File: config.mk
export PLATFORM = sky130hd
export DESIGN_NAME = koren_limited_gradient_top_flat
export DESIGN_NICKNAME = d
export VERILOG_FILES = /design/src/koren_lg_pkg.sv /design/src/koren_lg_in_if.sv /design/src/koren_lg_out_if.sv /design/src/koren_limited_gradient_top.sv /design/src/koren_lg_phi.sv /design/src/koren_lg_div.sv /design/src/koren_lg_mul.sv /design/src/flat_wrapper.sv
export SDC_FILE = /design/constraint.sdc
export NUM_CORES = 2
export LEC_CHECK = 0
export ABC_CLOCK_PERIOD_IN_PS = 19600
export BUFFER_PORTS_ARGS = -buffer_cell sky130_fd_sc_hd__buf_4
export CAP_MARGIN = 10
export CORE_MARGIN = 2
export CORE_UTILIZATION = 70
export CTS_CLUSTER_SIZE = 28
export DETAILED_ROUTE_END_ITERATION = 12
export GPL_TIMING_DRIVEN = 0
export PLACE_DENSITY_LB_ADDON = 0.25
export SLEW_MARGIN = 20
export SYNTH_ARGS = -nofsm -noshare
export SYNTH_HDL_FRONTEND = slang
export SYNTH_HIERARCHICAL = 1
export SYNTH_SLANG_ARGS = --single-unit
File: constraint.sdc
create_clock -name clk -period 19.6 [get_ports clk]
set_input_delay 0.98 -clock clk [delete_from_list [all_inputs] [get_ports clk]]
set_output_delay 0.98 -clock clk [all_outputs]
set_load 0.05 [all_outputs]
File: src/koren_lg_pkg.sv
`timescale 1ns / 1ps
// Shared constants, types and records for the limited gradient pipeline.
// No dependencies; every other file uses this package.
package koren_lg_pkg;

    localparam int FRAC_BITS  = 16;
    localparam int DATA_WIDTH = 32;
    localparam int LIM_WIDTH  = FRAC_BITS + 3;
    localparam int QUO_WIDTH  = FRAC_BITS + 2;
    localparam int DIV_WIDTH  = DATA_WIDTH + 1;
    localparam int DIV_STEPS  = 2;
    localparam int DIV_STAGES = (QUO_WIDTH + DIV_STEPS - 1) / DIV_STEPS;
    localparam int THIRD_W    = (FRAC_BITS % 2 == 1) ? FRAC_BITS + 4 : FRAC_BITS + 5;
    localparam int PROD_W     = LIM_WIDTH - 1 + DATA_WIDTH;
    localparam int SHIFTED_W  = PROD_W - FRAC_BITS;

    localparam int ONE      = 1 << FRAC_BITS;
    localparam int CLAMP_LO = -(2 << FRAC_BITS);
    localparam int CLAMP_HI = 5 << (FRAC_BITS - 1);
    localparam int PHI_MIN  = -((2 << FRAC_BITS) / 3);
    localparam int PHI_MAX  = 2 << FRAC_BITS;

    localparam logic [THIRD_W-1:0] THIRD_MUL =
        THIRD_W'(((64'd1 << THIRD_W) + 64'd1) / 64'd3);

    typedef logic signed [DATA_WIDTH-1:0] data_t;
    typedef logic signed [LIM_WIDTH-1:0]  lim_t;
    typedef logic [QUO_WIDTH-1:0]         quo_t;
    typedef logic [DIV_WIDTH-1:0]         dvsr_t;

    typedef struct packed {
        lim_t  phi_base;
        logic  rpos;
        dvsr_t dvsr;
        data_t grad;
        logic  last;
    } lim_item_t;

    typedef struct packed {
        quo_t  quo;
        lim_t  phi_base;
        logic  rpos;
        data_t grad;
        logic  last;
    } div_item_t;

endpackage

File: src/koren_lg_in_if.sv
`timescale 1ns / 1ps
// Input channel: slope ratio, gradient component and last marker.
// Depends on koren_lg_pkg for field types.
interface koren_lg_in_if;
    logic                  valid;
    logic                  ready;
    koren_lg_pkg::data_t   slope_ratio;
    koren_lg_pkg::data_t   gradient_in;
    logic                  last_component;

    modport source (output valid, output slope_ratio, output gradient_in,
                    output last_component, input ready);
    modport sink   (input valid, input slope_ratio, input gradient_in,
                    input last_component, output ready);
endinterface

File: src/koren_lg_out_if.sv
`timescale 1ns / 1ps
// Result channel: limited gradient, limiter value, saturation flag, last marker.
// Depends on koren_lg_pkg for field types.
interface koren_lg_out_if;
    logic                  valid;
    logic                  ready;
    koren_lg_pkg::data_t   limited_gradient;
    koren_lg_pkg::lim_t    limiter_value;
    logic                  saturated;
    logic                  last_out;

    modport source (output valid, output limited_gradient, output limiter_value,
                    output saturated, output last_out, input ready);
    modport sink   (input valid, input limited_gradient, input limiter_value,
                    input saturated, input last_out, output ready);
endinterface

File: src/koren_limited_gradient_top.sv
`timescale 1ns / 1ps
// Top level of the Koren-type limited gradient unit and its configuration register.
// Depends on koren_lg_pkg, the two channel interfaces, koren_lg_phi/div/mul.
//
// Each transfer on sample carries one component (slope ratio r, gradient g, both
// signed Q16.16); one result per component appears on limited, in order. The unit
// takes one component per cycle while limited does not stall, and each result passes
// through 3 stages that form the base limiter (clamp, multiply by one third, min/max),
// 9 stages that run the 4/(1+r) divider at two quotient bits per stage, and 4 stages
// that apply the bound, multiply by g and saturate. Every stage holds its own valid bit
// and advances when empty or when the stage after it moves, so a stall on limited
// fills bubbles first and loses nothing. cfg_wr_en writes bit cfg_wr_data as the
// ratio-side enable (reset 1); write it only while no component is in flight.
module koren_limited_gradient_top (
    input  logic            clk,
    input  logic            rst_n,
    input  logic            cfg_wr_en,
    input  logic            cfg_wr_data,
    koren_lg_in_if.sink     sample,
    koren_lg_out_if.source  limited
);
    import koren_lg_pkg::*;

    logic      ratio_en_reg;
    logic      phi_valid, phi_ready;
    lim_item_t phi_item;
    logic      div_valid, div_ready;
    div_item_t div_item;

    always_ff @(posedge clk or negedge rst_n)
    begin
        if (!rst_n)
        begin
            ratio_en_reg <= 1'b1;
        end
        else if (cfg_wr_en)
        begin
            ratio_en_reg <= cfg_wr_data;
        end
    end

    koren_lg_phi u_phi (
        .clk       (clk),
        .rst_n     (rst_n),
        .sample    (sample),
        .out_valid (phi_valid),
        .out_ready (phi_ready),
        .out_item  (phi_item)
    );

    koren_lg_div u_div (
        .clk       (clk),
        .rst_n     (rst_n),
        .in_valid  (phi_valid),
        .in_ready  (phi_ready),
        .in_item   (phi_item),
        .out_valid (div_valid),
        .out_ready (div_ready),
        .out_item  (div_item)
    );

    koren_lg_mul u_mul (
        .clk       (clk),
        .rst_n     (rst_n),
        .ratio_en  (ratio_en_reg),
        .in_valid  (div_valid),
        .in_ready  (div_ready),
        .in_item   (div_item),
        .limited   (limited)
    );

endmodule

File: src/koren_lg_phi.sv
`timescale 1ns / 1ps
// Three-stage front end: clamp the ratio, divide by three, form the base limiter.
// Depends on koren_lg_pkg and koren_lg_in_if.
module koren_lg_phi (
    input  logic                    clk,
    input  logic                    rst_n,
    koren_lg_in_if.sink             sample,
    output logic                    out_valid,
    input  logic                    out_ready,
    output koren_lg_pkg::lim_item_t out_item
);
    import koren_lg_pkg::*;

    logic rdy1, rdy2, rdy3;

    // stage 1
    logic  v1_reg;
    lim_t  rc_reg, rc_next;
    logic  rpos1_reg, rpos1_next;
    dvsr_t dvsr1_reg, dvsr1_next;
    data_t grad1_reg;
    logic  last1_reg;

    // stage 2
    logic                   v2_reg;
    logic [2*THIRD_W-1:0]   prod_mid_reg, prod_mid_next;
    logic [2*THIRD_W-1:0]   prod_four_reg, prod_four_next;
    logic                   mid_neg_reg, mid_neg_next;
    logic                   rpos2_reg;
    dvsr_t                  dvsr2_reg;
    data_t                  grad2_reg;
    logic                   last2_reg;

    logic signed [LIM_WIDTH:0] rc_ext, mid_num;
    logic [THIRD_W-1:0]        mid_mag, four_mag;

    // stage 3
    logic      v3_reg;
    lim_item_t item3_reg, item3_next;
    lim_t      mid, q_four, lo_cl, t_min;

    assign rdy3         = !v3_reg || out_ready;
    assign rdy2         = !v2_reg || rdy3;
    assign rdy1         = !v1_reg || rdy2;
    assign sample.ready = rdy1;

    always_comb
    begin
        rpos1_next = sample.slope_ratio > data_t'(0);
        if (sample.slope_ratio < data_t'(CLAMP_LO))
        begin
            rc_next = lim_t'(CLAMP_LO);
        end
        else if (sample.slope_ratio > data_t'(CLAMP_HI))
        begin
            rc_next = lim_t'(CLAMP_HI);
        end
        else
        begin
            rc_next = lim_t'(sample.slope_ratio);
        end
        dvsr1_next = rpos1_next ? dvsr_t'(sample.slope_ratio) + dvsr_t'(ONE)
                                : dvsr_t'(ONE);
    end

    always_comb
    begin
        rc_ext         = {rc_reg[LIM_WIDTH-1], rc_reg};
        mid_num        = rc_ext + rc_ext + (LIM_WIDTH+1)'(ONE);
        mid_neg_next   = mid_num[LIM_WIDTH];
        mid_mag        = mid_neg_next ? THIRD_W'(-mid_num) : THIRD_W'(mid_num);
        four_mag       = rpos1_reg ? THIRD_W'({rc_reg, 2'b00}) : '0;
        prod_mid_next  = (2*THIRD_W)'(mid_mag) * (2*THIRD_W)'(THIRD_MUL);
        prod_four_next = (2*THIRD_W)'(four_mag) * (2*THIRD_W)'(THIRD_MUL);
    end

    always_comb
    begin
        mid    = mid_neg_reg ? lim_t'(0) - lim_t'(prod_mid_reg[2*THIRD_W-1:THIRD_W])
                             : lim_t'(prod_mid_reg[2*THIRD_W-1:THIRD_W]);
        q_four = lim_t'(prod_four_reg[2*THIRD_W-1:THIRD_W]);
        lo_cl  = (mid < lim_t'(PHI_MIN)) ? lim_t'(PHI_MIN) : mid;
        t_min  = (q_four < mid) ? q_four : mid;
        item3_next.phi_base = rpos2_reg
                            ? ((t_min > lim_t'(PHI_MAX)) ? lim_t'(PHI_MAX) : t_min)
                            : ((lo_cl > lim_t'(0)) ? lim_t'(0) : lo_cl);
        item3_next.rpos = rpos2_reg;
        item3_next.dvsr = dvsr2_reg;
        item3_next.grad = grad2_reg;
        item3_next.last = last2_reg;
    end

    always_ff @(posedge clk or negedge rst_n)
    begin
        if (!rst_n)
        begin
            v1_reg <= 1'b0;
            v2_reg <= 1'b0;
            v3_reg <= 1'b0;
        end
        else
        begin
            if (rdy1)
            begin
                v1_reg <= sample.valid;
            end
            if (rdy2)
            begin
                v2_reg <= v1_reg;
            end
            if (rdy3)
            begin
                v3_reg <= v2_reg;
            end
        end
    end

    always_ff @(posedge clk)
    begin
        if (rdy1 && sample.valid)
        begin
            rc_reg    <= rc_next;
            rpos1_reg <= rpos1_next;
            dvsr1_reg <= dvsr1_next;
            grad1_reg <= sample.gradient_in;
            last1_reg <= sample.last_component;
        end
        if (rdy2 && v1_reg)
        begin
            prod_mid_reg  <= prod_mid_next;
            prod_four_reg <= prod_four_next;
            mid_neg_reg   <= mid_neg_next;
            rpos2_reg     <= rpos1_reg;
            dvsr2_reg     <= dvsr1_reg;
            grad2_reg     <= grad1_reg;
            last2_reg     <= last1_reg;
        end
        if (rdy3 && v2_reg)
        begin
            item3_reg <= item3_next;
        end
    end

    assign out_valid = v3_reg;
    assign out_item  = item3_reg;

endmodule

File: src/koren_lg_div.sv
`timescale 1ns / 1ps
// Pipelined restoring divider for the 4/(1+r) bound, two quotient bits a stage.
// Depends on koren_lg_pkg.
module koren_lg_div (
    input  logic                    clk,
    input  logic                    rst_n,
    input  logic                    in_valid,
    output logic                    in_ready,
    input  koren_lg_pkg::lim_item_t in_item,
    output logic                    out_valid,
    input  logic                    out_ready,
    output koren_lg_pkg::div_item_t out_item
);
    import koren_lg_pkg::*;

    logic [DIV_STAGES-1:0] v_reg;
    logic [DIV_STAGES:0]   rdy;
    logic [DIV_STAGES-1:0] v_src;

    dvsr_t     rem_reg  [DIV_STAGES];
    dvsr_t     rem_src  [DIV_STAGES];
    dvsr_t     rem_next [DIV_STAGES];
    quo_t      quo_reg  [DIV_STAGES];
    quo_t      quo_src  [DIV_STAGES];
    quo_t      quo_next [DIV_STAGES];
    lim_item_t item_reg [DIV_STAGES];
    lim_item_t item_src [DIV_STAGES];

    always_comb
    begin
        v_src[0]    = in_valid;
        rem_src[0]  = dvsr_t'(ONE);
        quo_src[0]  = '0;
        item_src[0] = in_item;
        for (int s = 1; s < DIV_STAGES; s++)
        begin
            v_src[s]    = v_reg[s-1];
            rem_src[s]  = rem_reg[s-1];
            quo_src[s]  = quo_reg[s-1];
            item_src[s] = item_reg[s-1];
        end
    end

    always_comb
    begin
        rdy[DIV_STAGES] = out_ready;
        for (int s = DIV_STAGES - 1; s >= 0; s--)
        begin
            rdy[s] = !v_reg[s] || rdy[s+1];
        end
    end

    always_comb
    begin
        logic [DIV_WIDTH:0] trial;
        dvsr_t              rem;
        quo_t               quo;
        trial = '0;
        for (int s = 0; s < DIV_STAGES; s++)
        begin
            rem = rem_src[s];
            quo = quo_src[s];
            for (int k = 0; k < DIV_STEPS; k++)
            begin
                if (s * DIV_STEPS + k < QUO_WIDTH)
                begin
                    trial = {rem, 1'b0};
                    if (trial >= {1'b0, item_src[s].dvsr})
                    begin
                        trial = trial - {1'b0, item_src[s].dvsr};
                        quo   = {quo[QUO_WIDTH-2:0], 1'b1};
                    end
                    else
                    begin
                        quo   = {quo[QUO_WIDTH-2:0], 1'b0};
                    end
                    rem = trial[DIV_WIDTH-1:0];
                end
            end
            rem_next[s] = rem;
            quo_next[s] = quo;
        end
    end

    always_ff @(posedge clk or negedge rst_n)
    begin
        if (!rst_n)
        begin
            v_reg <= '0;
        end
        else
        begin
            for (int s = 0; s < DIV_STAGES; s++)
            begin
                if (rdy[s])
                begin
                    v_reg[s] <= v_src[s];
                end
            end
        end
    end

    always_ff @(posedge clk)
    begin
        for (int s = 0; s < DIV_STAGES; s++)
        begin
            if (rdy[s] && v_src[s])
            begin
                rem_reg[s]  <= rem_next[s];
                quo_reg[s]  <= quo_next[s];
                item_reg[s] <= item_src[s];
            end
        end
    end

    assign in_ready           = rdy[0];
    assign out_valid          = v_reg[DIV_STAGES-1];
    assign out_item.quo       = quo_reg[DIV_STAGES-1];
    assign out_item.phi_base  = item_reg[DIV_STAGES-1].phi_base;
    assign out_item.rpos      = item_reg[DIV_STAGES-1].rpos;
    assign out_item.grad      = item_reg[DIV_STAGES-1].grad;
    assign out_item.last      = item_reg[DIV_STAGES-1].last;

endmodule

File: src/koren_lg_mul.sv
`timescale 1ns / 1ps
// Back end: apply the ratio-side bound, multiply by the gradient, saturate.
// Depends on koren_lg_pkg and koren_lg_out_if.
module koren_lg_mul (
    input  logic                    clk,
    input  logic                    rst_n,
    input  logic                    ratio_en,
    input  logic                    in_valid,
    output logic                    in_ready,
    input  koren_lg_pkg::div_item_t in_item,
    koren_lg_out_if.source          limited
);
    import koren_lg_pkg::*;

    localparam data_t DATA_MAX = {1'b0, {(DATA_WIDTH-1){1'b1}}};
    localparam data_t DATA_MIN = {1'b1, {(DATA_WIDTH-1){1'b0}}};

    logic rdy1, rdy2, rdy3, rdy4;

    // stage 1: final limiter
    logic  v1_reg;
    lim_t  phi1_reg, phi1_next;
    data_t grad1_reg;
    logic  last1_reg;
    lim_t  quo_ext;

    // stage 2: magnitudes
    logic                  v2_reg;
    logic [LIM_WIDTH-2:0]  a_reg, a_next;
    logic [DATA_WIDTH-1:0] b_reg, b_next;
    logic                  neg2_reg;
    lim_t                  phi2_reg;
    logic                  last2_reg;

    // stage 3: product
    logic              v3_reg;
    logic [PROD_W-1:0] prod_reg, prod_next;
    logic              neg3_reg;
    lim_t              phi3_reg;
    logic              last3_reg;

    // stage 4: output register
    logic                 v4_reg;
    data_t                res_reg, res_next;
    lim_t                 phi4_reg;
    logic                 sat_reg, sat_next;
    logic                 last4_reg;
    logic [SHIFTED_W-1:0] q, lim, mag;

    assign rdy4     = !v4_reg || limited.ready;
    assign rdy3     = !v3_reg || rdy4;
    assign rdy2     = !v2_reg || rdy3;
    assign rdy1     = !v1_reg || rdy2;
    assign in_ready = rdy1;

    always_comb
    begin
        quo_ext   = lim_t'({1'b0, in_item.quo});
        phi1_next = (ratio_en && in_item.rpos && (quo_ext < in_item.phi_base))
                  ? quo_ext : in_item.phi_base;
    end

    always_comb
    begin
        a_next = phi1_reg[LIM_WIDTH-1] ? (LIM_WIDTH-1)'(-phi1_reg)
                                       : (LIM_WIDTH-1)'(phi1_reg);
        b_next = grad1_reg[DATA_WIDTH-1] ? DATA_WIDTH'(-grad1_reg)
                                         : DATA_WIDTH'(grad1_reg);
    end

    assign prod_next = PROD_W'(a_reg) * PROD_W'(b_reg);

    always_comb
    begin
        q        = prod_reg[PROD_W-1:FRAC_BITS];
        lim      = (SHIFTED_W'(1) << (DATA_WIDTH - 1)) - SHIFTED_W'(!neg3_reg);
        sat_next = q > lim;
        mag      = sat_next ? lim : q;
        res_next = neg3_reg ? data_t'(SHIFTED_W'(0) - mag) : data_t'(mag);
    end

    always_ff @(posedge clk or negedge rst_n)
    begin
        if (!rst_n)
        begin
            v1_reg <= 1'b0;
            v2_reg <= 1'b0;
            v3_reg <= 1'b0;
            v4_reg <= 1'b0;
        end
        else
        begin
            if (rdy1)
            begin
                v1_reg <= in_valid;
            end
            if (rdy2)
            begin
                v2_reg <= v1_reg;
            end
            if (rdy3)
            begin
                v3_reg <= v2_reg;
            end
            if (rdy4)
            begin
                v4_reg <= v3_reg;
            end
        end
    end

    always_ff @(posedge clk)
    begin
        if (rdy1 && in_valid)
        begin
            phi1_reg  <= phi1_next;
            grad1_reg <= in_item.grad;
            last1_reg <= in_item.last;
        end
        if (rdy2 && v1_reg)
        begin
            a_reg     <= a_next;
            b_reg     <= b_next;
            neg2_reg  <= phi1_reg[LIM_WIDTH-1] ^ grad1_reg[DATA_WIDTH-1];
            phi2_reg  <= phi1_reg;
            last2_reg <= last1_reg;
        end
        if (rdy3 && v2_reg)
        begin
            prod_reg  <= prod_next;
            neg3_reg  <= neg2_reg;
            phi3_reg  <= phi2_reg;
            last3_reg <= last2_reg;
        end
        if (rdy4 && v3_reg)
        begin
            res_reg   <= res_next;
            phi4_reg  <= phi3_reg;
            sat_reg   <= sat_next;
            last4_reg <= last3_reg;
        end
    end

    assign limited.valid            = v4_reg;
    assign limited.limited_gradient = res_reg;
    assign limited.limiter_value    = phi4_reg;
    assign limited.saturated        = sat_reg;
    assign limited.last_out         = last4_reg;

    a_phi_range: assert property (@(posedge clk) disable iff (!rst_n)
        limited.valid |-> (limited.limiter_value >= lim_t'(PHI_MIN)
                           && limited.limiter_value <= lim_t'(PHI_MAX)))
        else $error("limiter value out of range");

    a_sat_clip: assert property (@(posedge clk) disable iff (!rst_n)
        (limited.valid && limited.saturated) |->
            (limited.limited_gradient == DATA_MAX || limited.limited_gradient == DATA_MIN))
        else $error("saturated result not at a range limit");

    a_zero_phi: assert property (@(posedge clk) disable iff (!rst_n)
        (limited.valid && limited.limiter_value == lim_t'(0)) |->
            (limited.limited_gradient == data_t'(0) && !limited.saturated))
        else $error("zero limiter gave nonzero result");

    a_bound_applied: assert property (@(posedge clk) disable iff (!rst_n)
        (rdy1 && in_valid) |=> (phi1_reg <= $past(in_item.phi_base)))
        else $error("ratio-side bound raised the limiter");

endmodule
File: src/flat_wrapper.sv
// flat-port wrapper written by rule: the top's interface ports become plain ports
module koren_limited_gradient_top_flat import koren_lg_pkg::*;
  (clk, rst_n, cfg_wr_en, cfg_wr_data, sample_valid, sample_slope_ratio, sample_gradient_in, sample_last_component, sample_ready, limited_valid, limited_limited_gradient, limited_limiter_value, limited_saturated, limited_last_out, limited_ready);
  koren_lg_in_if sample_i ();
  koren_lg_out_if limited_i ();
  input  logic clk;
  input  logic rst_n;
  input  logic cfg_wr_en;
  input  logic cfg_wr_data;
  input wire logic [$bits(sample_i.valid)-1:0] sample_valid;
  input wire logic [$bits(sample_i.slope_ratio)-1:0] sample_slope_ratio;
  input wire logic [$bits(sample_i.gradient_in)-1:0] sample_gradient_in;
  input wire logic [$bits(sample_i.last_component)-1:0] sample_last_component;
  output wire logic [$bits(sample_i.ready)-1:0] sample_ready;
  output wire logic [$bits(limited_i.valid)-1:0] limited_valid;
  output wire logic [$bits(limited_i.limited_gradient)-1:0] limited_limited_gradient;
  output wire logic [$bits(limited_i.limiter_value)-1:0] limited_limiter_value;
  output wire logic [$bits(limited_i.saturated)-1:0] limited_saturated;
  output wire logic [$bits(limited_i.last_out)-1:0] limited_last_out;
  input wire logic [$bits(limited_i.ready)-1:0] limited_ready;
  assign sample_i.valid = sample_valid;
  assign sample_i.slope_ratio = sample_slope_ratio;
  assign sample_i.gradient_in = sample_gradient_in;
  assign sample_i.last_component = sample_last_component;
  assign sample_ready = sample_i.ready;
  assign limited_valid = limited_i.valid;
  assign limited_limited_gradient = limited_i.limited_gradient;
  assign limited_limiter_value = limited_i.limiter_value;
  assign limited_saturated = limited_i.saturated;
  assign limited_last_out = limited_i.last_out;
  assign limited_i.ready = limited_ready;
  koren_limited_gradient_top u_core (.clk(clk), .rst_n(rst_n), .cfg_wr_en(cfg_wr_en), .cfg_wr_data(cfg_wr_data), .sample(sample_i), .limited(limited_i));
endmodule
Yosys cells after proc, flatten, opt, wreduce, memory -nomap -nowiden
Memories as Yosys holds them, arrays and structs flattened.
Cells that the tools add are included.
{"block": "op_classes", "addsub": 27, "mul": 3, "n_bitwise": 1, "order_cmp": 27, "muxes": 68, "n_reduce_logical": 52}
{"operator": "33-bit two-way mux", "count": 18}
{"operator": "34-bit by 33-bit >= comparator with 1-bit output", "count": 17}
{"operator": "33-bit subtractor", "count": 17}
{"operator": "19-bit two-way mux", "count": 7}
{"operator": "21-bit by 20-bit multiplier with 40-bit output, second input constant", "count": 2}
{"operator": "32-bit two-way mux", "count": 2}
{"operator": "18-bit by 32-bit multiplier with 50-bit output", "count": 1}
{"operator": "21-bit two-way mux", "count": 2}
{"operator": "19-bit < comparator", "count": 2}
{"operator": "1-bit two-way mux", "count": 36}
{"operator": "18-bit two-way mux", "count": 2}
{"operator": "34-bit > comparator", "count": 1}
{"operator": "32-bit by 18-bit adder with 33-bit output, second input constant", "count": 1}
{"operator": "18-bit by 33-bit >= comparator with 1-bit output, first input constant", "count": 1}
{"operator": "18-bit by 33-bit subtractor with 33-bit output, first input constant", "count": 1}
{"operator": "32-bit by 1-bit subtractor with 33-bit output, first input constant", "count": 1}
{"operator": "32-bit by 1-bit > comparator with 1-bit output, second input constant", "count": 1}
{"operator": "32-bit by 19-bit > comparator with 1-bit output, second input constant", "count": 1}
{"operator": "32-bit by 18-bit < comparator with 1-bit output, second input constant", "count": 1}
{"operator": "32-bit negator", "count": 1}
{"operator": "1-bit by 32-bit subtractor with 32-bit output, first input constant", "count": 1}
{"operator": "31-bit two-way mux", "count": 1}
{"operator": "20-bit negator with 21-bit output", "count": 1}
{"operator": "19-bit by 19-bit adder with 20-bit output", "count": 1}
{"operator": "other kinds (11)", "count": 59}
{"block": "totals", "memories": 3, "ff_bits": 584, "elab_cells": 234, "input_bits": 71, "ram_bits": 1233, "output_inout_bits": 55}
{"memory": "u_core.u_div.item_reg", "words": 9, "width": 86, "rd": 9, "rd_clocked_by_memory_dff": 0, "write_ports": 9, "line_no": "koren_lg_div.sv:26", "source": "lim_item_t item_reg [DIV_STAGES];"}
{"memory": "u_core.u_div.rem_reg", "words": 9, "width": 33, "rd": 8, "rd_clocked_by_memory_dff": 0, "write_ports": 9, "line_no": "koren_lg_div.sv:20", "source": "dvsr_t rem_reg [DIV_STAGES];"}
{"memory": "u_core.u_div.quo_reg", "words": 9, "width": 18, "rd": 9, "rd_clocked_by_memory_dff": 0, "write_ports": 9, "line_no": "koren_lg_div.sv:23", "source": "quo_t quo_reg [DIV_STAGES];"}

Longest topological paths before layout
{"block": "depth", "depth_word": 18, "depth_mapped": 29}

Modules after synthesis
Netlist, hierarchy kept.
{"mod": "koren_lg_div", "cells_per_inst": 6134, "seq_area_each_um2": 33106.8, "area_each_um2": 68054.0, "n_inst": 1}
{"mod": "koren_lg_mul", "cells_per_inst": 2774, "seq_area_each_um2": 7006.7, "area_each_um2": 28095.7, "n_inst": 1}
{"mod": "koren_lg_phi", "cells_per_inst": 2060, "seq_area_each_um2": 8423.1, "area_each_um2": 24538.5, "n_inst": 1}
{"mod": "koren_limited_gradient_top", "cells_per_inst": 2, "seq_area_each_um2": 26.3, "area_each_um2": 41.3, "n_inst": 1}

Worst setup path before layout
OpenSTA, ideal clock, no wires.
{"block": "synth_path", "path_type": "input to register", "from": "input port limited_ready", "to": "memory u_core/u_div/item_reg[0][516] (netlist bit), enable pin", "path_buffers": 0, "cell_stages": 4, "setup_slack_ps": 10994, "arrival_time_ps": 7901, "setup_time_ps": 705, "path_cell_list": "nor2b_1 nand4_1 nor2b_1 a31oi_1"}
{"item": "from (decl)", "line_no": "flat_wrapper.sv:20", "source": "input wire logic [$bits(limited_i.ready)-1:0] limited_ready;"}
{"item": "to (decl)", "line_no": "koren_lg_div.sv:26"}

Final worst setup path
{"block": "layout_path", "from": "register u_core.u_phi.rc_reg[5]", "to": "register u_core.u_phi.prod_mid_reg[39], data pin"}
{"block": "layout_via", "elab_chain_cells": 5}
{"item": "from (decl)", "line_no": "koren_lg_phi.sv:18", "source": "lim_t rc_reg, rc_next;"}
{"item": "from (signal assigned)", "line_no": "koren_lg_phi.sv:122", "source": "rc_reg <= rc_next;"}
{"item": "19-bit by 19-bit adder with 20-bit output (*)", "line_no": "koren_lg_phi.sv:69", "source": "mid_num = rc_ext + rc_ext + (LIM_WIDTH+1)'(ONE);"}
{"item": "20-bit by 18-bit adder with 20-bit output (*)", "line_no": "koren_lg_phi.sv:69"}
{"item": "20-bit negator with 21-bit output", "line_no": "koren_lg_phi.sv:71", "source": "mid_mag = mid_neg_next ? THIRD_W'(-mid_num) : THIRD_W'(mid_num);"}
{"item": "21-bit two-way mux (*)", "line_no": "koren_lg_phi.sv:71"}
{"item": "21-bit by 20-bit multiplier with 40-bit output (*)", "line_no": "koren_lg_phi.sv:73", "source": "prod_mid_next = (2*THIRD_W)'(mid_mag) * (2*THIRD_W)'(THIRD_MUL);"}
{"item": "via u_core.u_phi.prod_mid_next[39]", "line_no": "koren_lg_phi.sv:26", "source": "logic [2*THIRD_W-1:0] prod_mid_reg, prod_mid_next;"}
{"item": "to (signal assigned)", "line_no": "koren_lg_phi.sv:130", "source": "prod_mid_reg <= prod_mid_next;"}
{"item": "to (decl)", "line_no": "koren_lg_phi.sv:26"}
The timed path passes the listed nets; every way through them passes the cells marked *.
A chain may end at the register's enable or synchronous reset.

==> insert_results.sql <==
INSERT INTO impl_metrics (metric_group, metric, value, unit) VALUES
('logic_synthesis', 'yosysSeqAreaShare', '40.2', '%'),
('grt', 'largest_net_degree_at_the_start_of_global_routing', '64', ''),
('min_path', 'hold_path.class', 'in -> reg', ''),
('route', 'vias_per_cell', '6.36', ''),
('critical_path', 'ff_to_ff_setup_slack', '10.25', 'ns'),
('logic_synthesis', 'netlist_top_cells_count', 'sky130_fd_sc_hd__edfxtp_1 (1603), sky130_fd_sc_hd__inv_1 (1465), sky130_fd_sc_hd__ha_1 (1109), sky130_fd_sc_hd__nand2_1 (837), sky130_fd_sc_hd__fa_1 (753)', ''),
('logic_synthesis', 'synth_area_per_cell', '11.0', 'um2'),
('clock_network', 'cts_setup_buffers', '0', ''),
('clock_network', 'cts_buffer_depth', '3', ''),
('critical_path', 'end_kind', 'flip-flop', ''),
('grt', 'global_route.overflow_total', '0', ''),
('route', 'detail_route.wirelength.met1', '120', 'mm'),
('sta', 'unrepaired_setup_endpoints_after_global_routing', 'no', ''),
('critical_path', 'cp.required', '20.19', 'ns'),
('logic_synthesis', 'post_synth_inst_count', '10970', ''),
('route', 'dr.pass1.iters', '8', ''),
('sta', 'report.final.hold_viol_count', '0', ''),
('place', 'gp_routability_congestion', '1.03', ''),
('grt', 'global_route.usage.total', '37.1', '%'),
('clock_network', 'cts.sink_count', '1620', ''),
('finish', 'num-nets-final', '13241', ''),
('route', 'detailedRoute.firstIterationViolations', '8604', ''),
('sta', 'setup_viol', '0', ''),
('place', 'detailed_place_hpwl', '249', 'mm'),
('critical_path', 'setup.worst_path.class', 'reg -> reg', ''),
('grt', 'grt_pass1_wl', '500', 'mm'),
('grt', 'first_global_vias', '88733', ''),
('job', 'maximum_capacitance_violations', '0', ''),
('critical_path', 'path_common_cell', 'sky130_fd_sc_hd__fa_1', ''),
('logic_synthesis', 'post_synth_instance_area', '121000', 'um2'),
('sta', 'max-slew-margin-rel', '18.6', '%'),
('logic_synthesis', 'synth.area.top_cells', 'sky130_fd_sc_hd__edfxtp_1 (40%), sky130_fd_sc_hd__fa_1 (12%), sky130_fd_sc_hd__ha_1 (11%)', ''),
('critical_path', 'timing.critical_path.arrival', '9.94', 'ns'),
('floorplanning', 'io-pin-count', '126', ''),
('floorplanning', 'die-width', '419', 'um'),
('route', 'topRoutingLayerUsed', 'met5', ''),
('critical_path', 'cell_breakdown_of_the_critical_path', 'or4_1 > or3_1 > nor4_1 > nor2_1 > xor2_1 > ha_1 > ha_1 > fa_1 > fa_1 > fa_1 > fa_1 > fa_1 > ha_1 > a21oi_1 > o211ai_1 > nor3_1 > nor3b_1 > a21oi_1 > a211o_1 > a21oi_1 > xnor2_1', ''),
('clock_network', 'resized_gates_after_cts', '0', ''),
('finish', 'flip_flop_count_of_the_largest_register_after_layout', '741', ''),
('route', 'wl_met3', '26.1', 'mm'),
('floorplanning', 'die-area', '176000', 'um2'),
('critical_path', 'critical_path.slowest_cell', 'sky130_fd_sc_hd__xor2_1', ''),
('clock_network', 'cts-root-buf', 'sky130_fd_sc_hd__clkbuf_16', ''),
('route', 'route.antenna.remaining_nets', '0', ''),
('logic_synthesis', 'netlist.area_leader.share', '39.9', '%'),
('route', 'detailroute.via_count', '87467', ''),
('route', 'detailroute.wirelength.met2', '156', 'mm'),
('critical_path', 'cp_slowest_stage_delay', '0.97', 'ns'),
('critical_path', 'path_max_fanout', '7', ''),
('outcome', 'outcome', 'complete, no violations', ''),
('route', 'totalWireLength', '325', 'mm'),
('sta', 'final.setup.tns', '0', 'ns'),
('floorplanning', 'dieHeight', '419', 'um'),
('sta', 'max_slew.worst_pin.slew', '1.22', 'ns'),
('clock_network', 'clk_transition_reported_paths', '0.07', 'ns'),
('route', 'drt-wirelength-per-cell', '23.6', 'um'),
('critical_path', 'cpLargestDelayFamily', 'adder cells', ''),
('logic_synthesis', 'synth-warning-count', '6', ''),
('sta', 'timing_max_transition_violations_final', '0', ''),
('grt', 'initial_antenna_violation_count', '11', ''),
('route', 'route.detailed.drc', '0', ''),
('floorplanning', 'core_area', '172000', 'um2'),
('clock_network', 'ctsHoldBuffers', '1', ''),
('logic_synthesis', 'yosysMostFrequentCell', 'sky130_fd_sc_hd__edfxtp_1', ''),
('finish', 'syn_to_final_growth', '8.71', '%'),
('clock_network', 'cts_made_buffers', '165', ''),
('logic_synthesis', 'synth_ff_type', 'sky130_fd_sc_hd__edfxtp_1', ''),
('place', 'placement.io_buffers', '125', ''),
('floorplanning', 'row_count', '152', ''),
('clock_network', 'tritoncts', 'yes', ''),
('floorplanning', 'start_util', '70.4', '%');
==> area by class of cell <==
class | instances | area, um2
clock inverters | 111 | 1330
flip-flops and latches | 1620 | 48600
repair buffers | 165 | 1900
fillers | 10975 | 40300
clock buffers | 193 | 4250
plain buffers | 326 | 1530
diodes | 6 | 15.0
well taps | 2310 | 2890
inverters | 1477 | 5540
multi-input cells | 7553 | 65200
==> worst reg2reg max path, delay by kind of cell (launching register included) <==
family / cells / cell delay (ns)
compound gates: 5 / 1.49
xor+xnor: 2 / 1.08
fa+ha+maj: 8 / 3.62
flops: 1 / 0.54
simple gates: 6 / 2.36
==> cell families after synthesis <==
logic type                 share of synthesized area, %
and+or+nand+nor                                    10.5
AOI/OAI and AO/OA                                  11.8
adders and majority gates                          24.0
buffers and inverters                              5.86
DFF                                                40.2
xor gates and xnor gates                           4.38
muxes                                              3.31
other                                           0.00622
==> final timing paths <==
path / startpoint / end / cells after the start
worst max-delay path: u_core/u_phi/rc_reg[5]$_SDFFCE_PP0P_ / u_core/u_phi/prod_mid_reg[39]$_DFFE_PP_ / 21
worst min-delay path: sample_gradient_in[27] / u_core/u_phi/grad1_reg[27]$_DFFE_PP_ / 1
worst max register to register: u_core/u_phi/rc_reg[5]$_SDFFCE_PP0P_ / u_core/u_phi/prod_mid_reg[39]$_DFFE_PP_ / 21
worst min register to register: u_core/u_div/quo_reg[0][95]$_DFFE_PP_ / u_core/u_div/quo_reg[0][115]$_DFFE_PP_ / 0
max in group asynchronous: rst_n / u_core/ratio_en_reg$_DFFE_PN1P_ / 2
min in group asynchronous: rst_n / u_core/u_div/v_reg[2]$_DFFE_PN0P_ / 2
==> layout by cell type, fill, tap and decap left out, types with 248 or more instances in the layout <==
cell type,synthesis,routed
sky130_fd_sc_hd__o21ai_0,401,401
sky130_fd_sc_hd__a21o_1,308,308
sky130_fd_sc_hd__and2_1,294,283
sky130_fd_sc_hd__edfxtp_1,1603,1603
sky130_fd_sc_hd__fa_1,753,753
sky130_fd_sc_hd__nor2_1,482,482
sky130_fd_sc_hd__xnor2_1,432,430
sky130_fd_sc_hd__inv_1,1465,1465
sky130_fd_sc_hd__clkbuf_1,222,248
sky130_fd_sc_hd__nand2_1,837,837
sky130_fd_sc_hd__ha_1,1109,1109
sky130_fd_sc_hd__a21oi_1,647,647
==> metrics by stage <==
step	area [um2]	util [%]	hold slack [ns]	setup WS [ns]	cells
2_1_floorplan	121000	-	0.400	10.99	10976
3_3_place_gp	125000	72.6	0.400	7.71	13411
3_5_place_dp	126000	73.2	0.405	10.46	13448
4_1_cts	131000	76.5	0.235	10.44	13753
5_1_grt	131000	76.5	0.248	10.07	13758
6_report	131000	76.5	0.295	10.25	13761
==> per-layer routing <==
| metal | track usage, % | vias up |
|---|---|---|
| li1 | - | 39299 |
| met1 | 45.0 | 42202 |
| met2 | 62.5 | 4751 |
| met3 | 6.25 | 1213 |
| met4 | 22.3 | 2 |
| met5 | 0 | - |
Power is left out: the tool's default activity adds up to more than one toggle a clock period on the data nets, which glitch-free logic cannot reach.
